==> config.mk <==
export PLATFORM = sky130hd
export DESIGN_NAME = modular_exponentiation_top
export DESIGN_NICKNAME = d
export VERILOG_FILES = /design/src/hw/rtl/mexp_pkg.sv /design/src/hw/rtl/mexp_ctrl.sv /design/src/hw/rtl/mexp_dp.sv /design/src/hw/rtl/modular_exponentiation_top.sv
export SDC_FILE = /design/constraint.sdc
export NUM_CORES = 1
export LEC_CHECK = 0
export ABC_AREA = 1
export BUFFER_PORTS_ARGS = -buffer_cell sky130_fd_sc_hd__buf_2
export CELL_PAD_IN_SITES_DETAIL_PLACEMENT = 0
export CELL_PAD_IN_SITES_GLOBAL_PLACEMENT = 1
export CORE_ASPECT_RATIO = 1.25
export CORE_MARGIN = 3
export CORE_UTILIZATION = 45
export DETAILED_ROUTE_END_ITERATION = 8
export PLACE_DENSITY = 0.89
export RECOVER_POWER = 100
export SETUP_SLACK_MARGIN = 0.4
export SLEW_MARGIN = 20
export SYNTH_ARGS = -nofsm -noshare
export SYNTH_HDL_FRONTEND = slang
export SYNTH_HIERARCHICAL = 1
export SYNTH_SLANG_ARGS = --single-unit
==> constraint.sdc <==
create_clock -name clk_i -period 8.8 [get_ports clk_i]
set_clock_uncertainty 0.05 [all_clocks]
set_input_delay 2.64 -clock clk_i [delete_from_list [all_inputs] [get_ports clk_i]]
set_output_delay 2.64 -clock clk_i [all_outputs]
set_load 0.05 [all_outputs]
==> src/hw/rtl/mexp_pkg.sv <==
// ----------------------------------------------------------------------------
// mexp_pkg
// Shared types for the modular exponentiation block: controller states,
// multiplier operand selection, and the command/status bundles between the
// controller and the datapath.
// ----------------------------------------------------------------------------
package mexp_pkg;

  typedef enum logic [2:0] {
    S_IDLE,
    S_RED,
    S_RED_W,
    S_CHECK,
    S_RES_W,
    S_SQ_W,
    S_DONE
  } state_e;

  typedef enum logic [1:0] {
    MUL_REDUCE,
    MUL_RES,
    MUL_SQ
  } mul_sel_e;

  typedef struct packed {
    logic     load;
    logic     mul_start;
    mul_sel_e mul_sel;
    logic     exp_shift;
    logic     out_load;
  } cmd_t;

  typedef struct packed {
    logic mul_busy;
    logic exp_zero;
    logic exp_lsb;
    logic out_full;
  } sts_t;

endpackage

==> src/hw/rtl/mexp_ctrl.sv <==
// ----------------------------------------------------------------------------
// mexp_ctrl
// Sequencer for square-and-multiply: reduces the base, then walks the
// exponent one bit at a time, issuing multiplies to the datapath.
// ----------------------------------------------------------------------------
module mexp_ctrl (
  input  logic          clk_i,
  input  logic          rst_ni,
  input  logic          s_tvalid_i,
  output logic          s_tready_o,
  output mexp_pkg::cmd_t cmd_o,
  input  mexp_pkg::sts_t sts_i
);
  import mexp_pkg::*;

  state_e state_q, state_d;

  always_ff @(posedge clk_i or negedge rst_ni) begin
    if (!rst_ni) begin
      state_q <= S_IDLE;
    end else begin
      state_q <= state_d;
    end
  end

  always_comb begin
    state_d = state_q;
    unique case (state_q)
      S_IDLE: begin
        if (s_tvalid_i) state_d = S_RED;
      end
      S_RED:   state_d = S_RED_W;
      S_RED_W: begin
        if (!sts_i.mul_busy) state_d = S_CHECK;
      end
      S_CHECK: begin
        if (sts_i.exp_zero) begin
          state_d = S_DONE;
        end else if (sts_i.exp_lsb) begin
          state_d = S_RES_W;
        end else begin
          state_d = S_SQ_W;
        end
      end
      S_RES_W: begin
        if (!sts_i.mul_busy) state_d = S_SQ_W;
      end
      S_SQ_W: begin
        if (!sts_i.mul_busy) state_d = S_CHECK;
      end
      S_DONE: begin
        if (!sts_i.out_full) state_d = S_IDLE;
      end
      default: state_d = S_IDLE;
    endcase
  end

  always_comb begin
    s_tready_o      = 1'b0;
    cmd_o.load      = 1'b0;
    cmd_o.mul_start = 1'b0;
    cmd_o.mul_sel   = MUL_REDUCE;
    cmd_o.exp_shift = 1'b0;
    cmd_o.out_load  = 1'b0;
    unique case (state_q)
      S_IDLE: begin
        s_tready_o = 1'b1;
        cmd_o.load = s_tvalid_i;
      end
      S_RED: begin
        cmd_o.mul_start = 1'b1;
        cmd_o.mul_sel   = MUL_REDUCE;
      end
      S_RED_W: ;
      S_CHECK: begin
        if (!sts_i.exp_zero) begin
          cmd_o.mul_start = 1'b1;
          cmd_o.mul_sel   = sts_i.exp_lsb ? MUL_RES : MUL_SQ;
        end
      end
      S_RES_W: begin
        if (!sts_i.mul_busy) begin
          cmd_o.mul_start = 1'b1;
          cmd_o.mul_sel   = MUL_SQ;
        end
      end
      S_SQ_W: begin
        cmd_o.exp_shift = !sts_i.mul_busy;
      end
      S_DONE: begin
        cmd_o.out_load = !sts_i.out_full;
      end
      default: ;
    endcase
  end

endmodule

==> src/hw/rtl/mexp_dp.sv <==
// ----------------------------------------------------------------------------
// mexp_dp
// Datapath: operand registers, exponent shifter, bit-serial modular
// multiplier (MSB first, partial sum kept below the modulus) and the
// result output register.
// ----------------------------------------------------------------------------
module mexp_dp #(
  parameter int WIDTH = 64
) (
  input  logic               clk_i,
  input  logic               rst_ni,
  input  mexp_pkg::cmd_t     cmd_i,
  output mexp_pkg::sts_t     sts_o,
  input  logic [WIDTH-1:0]   base_value_i,
  input  logic [WIDTH-1:0]   exponent_i,
  input  logic [WIDTH-1:0]   modulus_i,
  input  logic               m_tready_i,
  output logic               out_valid_o,
  output logic [WIDTH-1:0]   power_result_o
);
  import mexp_pkg::*;

  localparam int CW = (WIDTH > 1) ? $clog2(WIDTH) : 1;

  logic [WIDTH-1:0] res_q, res_d;
  logic [WIDTH-1:0] sq_q, sq_d;
  logic [WIDTH-1:0] exp_q, exp_d;
  logic [WIDTH-1:0] mod_q, mod_d;
  logic [WIDTH-1:0] acc_q, acc_d;
  logic [WIDTH-1:0] mula_q, mula_d;
  logic [WIDTH-1:0] mulb_q, mulb_d;
  logic [WIDTH-1:0] out_q, out_d;
  logic [CW-1:0]    cnt_q, cnt_d;
  mul_sel_e         sel_q, sel_d;
  logic             busy_q, busy_d;
  logic             phase_q, phase_d;
  logic             out_valid_q, out_valid_d;

  logic [WIDTH-1:0] add_y, room, add_sum;
  logic             advance, last;

  always_comb begin
    add_y   = phase_q ? mula_q : acc_q;
    room    = mod_q - add_y;
    add_sum = (acc_q >= room) ? (acc_q - room) : (acc_q + add_y);
  end

  always_comb begin
    res_d       = res_q;
    sq_d        = sq_q;
    exp_d       = exp_q;
    mod_d       = mod_q;
    acc_d       = acc_q;
    mula_d      = mula_q;
    mulb_d      = mulb_q;
    cnt_d       = cnt_q;
    sel_d       = sel_q;
    busy_d      = busy_q;
    phase_d     = phase_q;
    out_d       = out_q;
    out_valid_d = out_valid_q & ~m_tready_i;
    advance     = 1'b0;
    last        = (cnt_q == '0);

    if (cmd_i.load) begin
      sq_d  = base_value_i;
      exp_d = exponent_i;
      mod_d = modulus_i;
      res_d = (modulus_i == WIDTH'(1)) ? '0 : WIDTH'(1);
    end

    if (cmd_i.exp_shift) begin
      exp_d = exp_q >> 1;
    end

    if (cmd_i.mul_start) begin
      busy_d  = 1'b1;
      phase_d = 1'b0;
      acc_d   = '0;
      cnt_d   = CW'(WIDTH - 1);
      sel_d   = cmd_i.mul_sel;
      unique case (cmd_i.mul_sel)
        MUL_REDUCE: begin
          mula_d = WIDTH'(1);
          mulb_d = sq_q;
        end
        MUL_RES: begin
          mula_d = res_q;
          mulb_d = sq_q;
        end
        MUL_SQ: begin
          mula_d = sq_q;
          mulb_d = sq_q;
        end
        default: begin
          mula_d = sq_q;
          mulb_d = sq_q;
        end
      endcase
    end else if (busy_q) begin
      acc_d = add_sum;
      if (!phase_q && mulb_q[WIDTH-1]) begin
        phase_d = 1'b1;
      end else begin
        phase_d = 1'b0;
        advance = 1'b1;
      end
      if (advance) begin
        mulb_d = mulb_q << 1;
        cnt_d  = cnt_q - CW'(1);
        if (last) begin
          busy_d = 1'b0;
          if (sel_q == MUL_RES) begin
            res_d = add_sum;
          end else begin
            sq_d = add_sum;
          end
        end
      end
    end

    if (cmd_i.out_load) begin
      out_d       = (mod_q == '0) ? '0 : res_q;
      out_valid_d = 1'b1;
    end
  end

  always_ff @(posedge clk_i or negedge rst_ni) begin
    if (!rst_ni) begin
      busy_q      <= 1'b0;
      phase_q     <= 1'b0;
      out_valid_q <= 1'b0;
    end else begin
      busy_q      <= busy_d;
      phase_q     <= phase_d;
      out_valid_q <= out_valid_d;
    end
  end

  always_ff @(posedge clk_i) begin
    res_q  <= res_d;
    sq_q   <= sq_d;
    exp_q  <= exp_d;
    mod_q  <= mod_d;
    acc_q  <= acc_d;
    mula_q <= mula_d;
    mulb_q <= mulb_d;
    cnt_q  <= cnt_d;
    sel_q  <= sel_d;
    out_q  <= out_d;
  end

  assign sts_o.mul_busy = busy_q;
  assign sts_o.exp_zero = (exp_q == '0);
  assign sts_o.exp_lsb  = exp_q[0];
  assign sts_o.out_full = out_valid_q & ~m_tready_i;

  assign out_valid_o    = out_valid_q;
  assign power_result_o = out_q;

endmodule

==> src/hw/rtl/modular_exponentiation_top.sv <==
// ----------------------------------------------------------------------------
// modular_exponentiation_top
// Computes base_value ** exponent mod modulus by right-to-left binary
// square-and-multiply on one shared bit-serial modular multiplier.
//
// Usage:
//   Input stream (s_*): one transaction carries base, exponent and modulus.
//   Output stream (m_*): one transaction carries the result.
//   Each input transaction gives exactly one output transaction, in order.
//   A multiply doubles the partial sum for each bit of its second operand,
//   MSB first, and adds the first operand for each set bit; its wait state
//   ends once the multiplier goes idle.
//   From input accept to output valid the controller reduces the base, then
//   for each exponent bit up to the highest set one checks the bit and
//   squares, preceded by a multiply into the result for a set bit, and
//   finally moves the result into the output register.
//   The next item is accepted once the result has moved into the output
//   register, so a result waiting on m_tready does not block the following
//   input; a second result waits inside until the first leaves.
//   Reset clears control state only; no state is kept between items.
//   A modulus of zero returns zero.
// ----------------------------------------------------------------------------
module modular_exponentiation_top #(
  parameter int WIDTH = 64
) (
  input  logic                                 clk_i,
  input  logic                                 rst_ni,
  input  logic                                 s_tvalid_i,
  output logic                                 s_tready_o,
  // tdata fields from bit 0: base_value, exponent, modulus, zero padding
  input  logic [((3*WIDTH+7)/8)*8-1:0]         s_tdata_i,
  output logic                                 m_tvalid_o,
  input  logic                                 m_tready_i,
  // tdata fields from bit 0: power_result, zero padding
  output logic [((WIDTH+7)/8)*8-1:0]           m_tdata_o
);
  import mexp_pkg::*;

  localparam int OUT_W = ((WIDTH + 7) / 8) * 8;

  cmd_t             cmd;
  sts_t             sts;
  logic [WIDTH-1:0] power_result;

  mexp_ctrl u_ctrl (
    .clk_i      (clk_i),
    .rst_ni     (rst_ni),
    .s_tvalid_i (s_tvalid_i),
    .s_tready_o (s_tready_o),
    .cmd_o      (cmd),
    .sts_i      (sts)
  );

  mexp_dp #(
    .WIDTH (WIDTH)
  ) u_dp (
    .clk_i          (clk_i),
    .rst_ni         (rst_ni),
    .cmd_i          (cmd),
    .sts_o          (sts),
    .base_value_i   (s_tdata_i[WIDTH-1:0]),
    .exponent_i     (s_tdata_i[2*WIDTH-1:WIDTH]),
    .modulus_i      (s_tdata_i[3*WIDTH-1:2*WIDTH]),
    .m_tready_i     (m_tready_i),
    .out_valid_o    (m_tvalid_o),
    .power_result_o (power_result)
  );

  assign m_tdata_o = OUT_W'(power_result);

endmodule

==> results of run 1 <==
-- registers in the layout, summed over array words and instances (netlist names) --
name                 count
u_ctrl/state_q           3
u_dp/acc_q              64
u_dp/busy_q              1
u_dp/cnt_q               6
u_dp/exp_q              64
u_dp/mod_q              64
u_dp/mula_q             64
u_dp/mulb_q             64
u_dp/out_valid_o         1
u_dp/phase_q             1
u_dp/power_result_o     64
u_dp/res_q              64
u_dp/sel_q               2
u_dp/sq_q               64
-- worst max-delay path by stage --
| stage | startpoint | slack (ns) | endpoint | depth (start not counted) |
|---|---|---|---|---|
| global route | u_dp/phase_q | 0.61 | u_dp/res_q[49] | 27 |
| global placement | u_dp/phase_q | 1.58 | u_dp/sq_q[52] | 23 |
| detailed placement | u_dp/phase_q | 1.49 | u_dp/sq_q[52] | 23 |
| finish | u_dp/phase_q | 0.98 | u_dp/sq_q[49] | 27 |
| CTS | u_dp/phase_q | 1.45 | u_dp/sq_q[52] | 23 |
| floorplan | s_tvalid_i | 1.08 | u_dp/exp_q[0] | 5 |
-- cells by family (layout without fill, tap and decap cells) --
group / after synthesis / in the layout
XOR/XNOR: 114 / 114
other: 0 / 4
multiplexers: 2 / 2
AO/OA/AOI/OAI: 748 / 748
AND/OR/NAND/NOR: 2937 / 2937
adder cells (fa/ha/maj): 195 / 195
flip-flops: 526 / 526
buffers and inverters: 1037 / 1314
-- cells in the mapped netlist (3+ instances only) --
cell         n
a21boi_0     3
a21o_1      15
a21oi_1    221
a31oi_1     13
and2_1       3
buf_1        5
buf_2       10
buf_4        4
buf_6        5
clkbuf_1   103
dfrtp_1      6
dfxtp_1    199
edfxtp_1   321
fa_1         3
ha_1       192
inv_1      892
inv_2       16
nand2_1   1977
nand2_2     13
nand3_1    247
nand3_2     18
nand3b_1    10
nand4_1     54
nor2_1     432
nor2_2       9
nor2_4       3
nor3_1      33
nor4_1      62
o211ai_1     5
o21a_1       4
o21ai_0    337
o21ai_1     21
o21bai_1    42
o22ai_1     78
or2_2       66
xnor2_1     77
xor2_1      37
-- cell type report --
class                           count  area, sq um
Antenna cell                        4         10.0
Clock buffer                       82         1700
Clock inverter                     26          298
Fill cell                        8512        40400
Inverter                          910         3420
Multi-Input combinational cell   3996        19600
Sequential cell                   526        13800
Tap cell                         1071         1340
Timing Repair Buffer              296         1420
-- through the flow --
step	util (%)	hold WS [ns]	area [sq um]
finish	50.7	0.403	41600
global route	50.7	0.419	41600
CTS	51.1	0.404	41900
detailed placement	48.7	0.390	39900
global placement	48.7	0.387	39900
floorplan	-	0.376	37400
-- per-layer routing --
layer / wire, um / vias up / global-route usage [%]
met1: 63300 / 17600 / 44.9
met5: 41 / - / 0
met4: 9300 / 6 / 17.3
met2: 71800 / 1593 / 58.7
li1: - / 18200 / -
met3: 11900 / 290 / 4.32
-- cell usage in the layout (no fill, tap or decap), drive strengths merged, types with 13 or more instances in the layout --
cell type / Yosys / final
dfxtp: 199 / 199
clkinv: 2 / 21
o22ai: 78 / 78
a31oi: 13 / 13
a21oi: 223 / 223
nand4: 54 / 54
buf: 24 / 167
a21o: 15 / 15
xnor2: 77 / 77
nor3: 36 / 36
inv: 908 / 908
edfxtp: 321 / 321
nor4: 64 / 64
xor2: 37 / 37
nor2: 444 / 444
nand2: 1990 / 1990
nand3: 265 / 265
o21ai: 358 / 358
clkbuf: 103 / 211
ha: 192 / 192
o21bai: 42 / 42
or2: 68 / 68
-- worst min-delay path, stage by stage (launching register included) --
cell and delay [ns]:
dfxtp_1 0.31, nand2_1 0.06, nand2_1 0.04
==> results.txt, run 1 <==
Worst Setup Start Kind - register
required time reported for the critical path endpoint - 9.29 ns
Hold Path Class - register to register
number of instances in the synthesized netlist - 5559
routed vias/inst - 5.46
total of buffers placed on input and output ports - 261
number of buffers inserted during clock tree synthesis - 57
number of register bits inferred by synthesis - 526
endpoint of the lowest-slack register-to-register path - u_dp/sq_q[49]
Detail Placement HPWL - 128000 um
adder-cell share of the synthesized area - 6.58%
synthesized netlist net count - 5950
share of cell area taken by muxes after synthesis - 0.0535%
post-synthesis sequential area ratio - 36.8%
max_slew headroom - -137%
hold-critical path depth - 2
main combinational cell family by area after synthesis - simple AND/OR/NAND/NOR gates
type of element capturing the critical path - register
largest net degree at the start of global routing - 89
initial core utilization - 45.6%
crit-path max cell delay - 0.60 ns
post-placement worst setup slack - 1.49 ns
number of sinks on the clock net - 526
CTS root buf - clkbuf_16
Setup TNS Final - 0 ns
Die Width - 264 um
worst r2r src - u_dp/phase_q
count of maximum capacitance violations - 14
Most Frequent Cell on Critical Path - nand2_1
Worst Tran Pin Value - 3.56 ns
largest buffer count on any clock path - 3
number of placement rows - 117
number of global-route vias before repair - 36200
leading area contributor after synthesis - edfxtp_1
Max Freq - 128 MHz
Post-CTS Hold Fix Bufs - 0
portion of the clock cycle consumed by the worst path in the final layout - 88.9%
Buf/Inv on CP - 4
die outline height - 328 um
area fraction in and, or, nand and nor cells after synthesis - 32.4%
setup repair after global routing missed its margin - no
CTS tree - yes
Worst-path clk slew - 0.06 ns
Reg2Reg Depth - 27
number of hold violations in the final report - 0
share of flip-flops with an asynchronous set or reset - 1.14%
maximum level of the CTS H-tree - 2
number of nets in the layout - 6178
count of cell types in the netlist - 54
number of enable flip-flop cells after synthesis - 321
Synth Area per Inst - 6.73 sq um
reg2reg setup slack - 0.98 ns
Largest delay share family, worst path - simple AND/OR/NAND/NOR gates
non-filler cells in the finished layout - 6911
Hold Path End - u_dp/res_q[61]
total setup buffers inserted after CTS - 0
Tmin final - 7.82 ns
average detailed-routed wire length per instance - 22.6 um
number of top-level pins - 262
Critical Path Fanout Max - 19
synthesis-to-finish area growth - 11.2%
setup violators final - 0
failing checks - max-capacitance violations, max-slew violations
routability congestion estimate - 1.01
xor/xnor share of the synthesized area - 2.67%
worst setup slack after layout - 0.978 ns
total global routing overflow - 0
Yosys top cell area share - 25.8%
global-route usage over all layers - 35.1%
Final Max Slew Viols - 719
Crit path arrival time - 8.31 ns
layout cell share with drive strength beyond 1 - 6.67%
yosys synthesis warning count - 6
Post-Place Cells - 6799
result of the run - complete, but fails checks
critical hold path startpoint - u_dp/res_q[61]
drt first pass iters - 6
CP max stage cell - inv_1
Synth Flop Type - edfxtp_1
Iter 0 DRT Violations - 3477
drt total wl - 156000 um
antenna violations before repair - 12
clock latency at the later pin of the worst-skew pair - 0.65 ns
fraction of the mapped netlist area in compound gates - 10.9%
number of gates given a new drive strength after cts - 0
first-pass GRT wire length - 226000 um
path type of the worst setup path - register to register
Area contributors post-synth - edfxtp_1 (26%), nand2_1 (20%), dfxtp_1 (11%)
post-detailed-route DRC marker count - 0
standard cell core area - 82000 sq um
netlist area before placement - 37400 sq um
die area - 86600 sq um
overall via count from detail_route - 37700
DRT antenna net count - 0
Power of run 1 is not shown: default switching activity piles up to over one toggle a cycle in this logic, so the estimate is an artifact.
==> run 2: changes to the inputs <==
CORE_UTILIZATION = 48   (was 45)
PLACE_DENSITY = 0.94   (was 0.89)
clock period = 9.4 ns   (was 8.8 ns; I/O delays follow)
==> results.txt, run 2 (synthesis gave the netlist of run 1 again) <==
count of maximum capacitance violations - 11 (-3)
number of global-route vias before repair - 36100 (-0.30%)
CTS tree - yes
Hold Path Class - register to register
synthesis-to-finish area growth - 10.8%
failing checks - max-capacitance violations, max-slew violations
total of buffers placed on input and output ports - 261 (unchanged)
type of element capturing the critical path - register
path type of the worst setup path - register to register
result of the run - complete, but fails checks
post-placement worst setup slack - 2.21 ns (+0.722 ns)
drt first pass iters - 6 (unchanged)
post-detailed-route DRC marker count - 0 (unchanged)
routability congestion estimate - 1.08 (+7.4%)
Die Width - 256 um (-3.1%)
average detailed-routed wire length per instance - 21.8 um (-3.4%)
required time reported for the critical path endpoint - 9.88 ns (+0.59 ns)
Worst Tran Pin Value - 3.91 ns (+0.348 ns)
die outline height - 318 um (-3.1%)
initial core utilization - 48.8% (+3.2 points)
Tmin final - 8.24 ns (+0.418 ns)
overall via count from detail_route - 38100 (+0.96%)
max_slew headroom - -160% (-23 points)
Crit path arrival time - 8.72 ns (+0.41 ns)
number of placement rows - 113 (-3.4%)
die area - 81300 sq um (-6.1%)
layout cell share with drive strength beyond 1 - 6.75% (+0.084 points)
Iter 0 DRT Violations - 3986 (+15%)
most common cell after layout, fill and taps aside - nand2_1
number of gates given a new drive strength after cts - 0 (unchanged)
portion of the clock cycle consumed by the worst path in the final layout - 87.7% (-1.2 points)
drt total wl - 150000 um (-4.1%)
largest buffer count on any clock path - 3 (unchanged)
number of nets in the layout - 6167 (-0.18%)
Worst-path clk slew - 0.07 ns (about the same)
routed vias/inst - 5.55 (+1.7%)
Final Max Slew Viols - 644 (-10%)
antenna violations before repair - 12 (unchanged)
Critical Path Fanout Max - 64 (+45)
number of top-level pins - 262 (unchanged)
CTS root buf - clkbuf_16
Max Freq - 121 MHz (-5.1%)
number of sinks on the clock net - 526 (unchanged)
most used cells in the layout excluding fill and tap cells - nand2_1 (1976), inv_1 (892), nor2_1 (430), o21ai_0 (352), edfxtp_1 (321)
Detail Placement HPWL - 121000 um (-5.9%)
Post-CTS Hold Fix Bufs - 0 (unchanged)
global-route usage over all layers - 35.6% (+0.55 points)
maximum level of the CTS H-tree - 2 (unchanged)
worst setup slack after layout - 1.16 ns (+0.182 ns)
first-pass GRT wire length - 219000 um (-3.0%)
Setup TNS Final - 0 ns (unchanged)
largest net degree at the start of global routing - 85 (-4.5%)
standard cell core area - 76600 sq um (-6.5%)
number of hold violations in the final report - 0 (unchanged)
total setup buffers inserted after CTS - 0 (unchanged)
total global routing overflow - 0 (unchanged)
setup repair after global routing missed its margin - no
DRT antenna net count - 0 (unchanged)
clock latency at the later pin of the worst-skew pair - 0.66 ns (about the same)
number of buffers inserted during clock tree synthesis - 55 (-3.5%)
Worst Setup Start Kind - register
setup violators final - 0 (unchanged)
==> run 2: area by class of cell <==
| class | instances | area, sq um |
|---|---|---|
| Multi-Input combinational cell | 3996 | 19700 |
| Timing Repair Buffer | 287 | 1330 |
| Antenna cell | 3 | 7.51 |
| Clock inverter | 35 | 393 |
| Sequential cell | 526 | 13800 |
| Fill cell | 7818 | 35200 |
| Tap cell | 1035 | 1290 |
| Clock buffer | 69 | 1540 |
| Inverter | 910 | 3420 |
==> run 2: metal layers <==
layer,track usage [%],up-vias,share of wire (%)
li1,-,18200,-
met1,47.8,17600,41
met2,55.8,1898,44
met3,4.92,333,9.0
met4,19.2,4,6.1
met5,0,-,0.018
==> run 2: worst max-delay path, stage by stage, from the launching register on <==
cell	delay, ns
dfrtp_1	0.34
buf_4	0.61
o21ai_0	0.39
ha_1	0.28
inv_1	0.09
fa_1	0.23
nand3_1	0.09
nand2_1	0.18
a21boi_0	0.22
o21ai_0	1.14
nand2_1	0.11
nand2_1	0.15
nand3_1	0.08
nand2_1	0.25
xnor2_1	0.16
ha_1	0.38
nand2_1	0.14
nor2_1	0.24
nand2_1	0.24
nor4_2	0.74
nand2_2	0.16
nand3_4	0.55
clkbuf_1	0.70
nand3_1	0.29
nand3_1	0.17
nand2_1	0.07
==> run 2: stage by stage <==
step	utilization [%]	area [sq um]	hold slack, ns	std cells
3_3_place_gp	51.9	39700	0.387	6754
5_1_grt	54.1	41500	0.421	6859
2_1_floorplan	-	37400	0.376	5559
4_1_cts	54.4	41700	0.404	6858
6_report	54.1	41500	0.404	6861
3_5_place_dp	51.9	39800	0.389	6754
==> run 2: worst paths after layout <==
path	start	to	slack, ns	cells past startpoint
max reg2reg	u_dp/phase_q	u_dp/res_q[57]	1.16	25
min in group asynchronous	rst_ni	u_dp/out_valid_o	2.10	1
max	u_dp/phase_q	u_dp/res_q[57]	1.16	25
min reg2reg	u_dp/res_q[30]	u_dp/res_q[30]	0.40	2
min	u_dp/res_q[30]	u_dp/res_q[30]	0.40	2
max in group asynchronous	rst_ni	u_ctrl/state_q[2]	6.79	1
Power of run 2 is left out for the same reason.
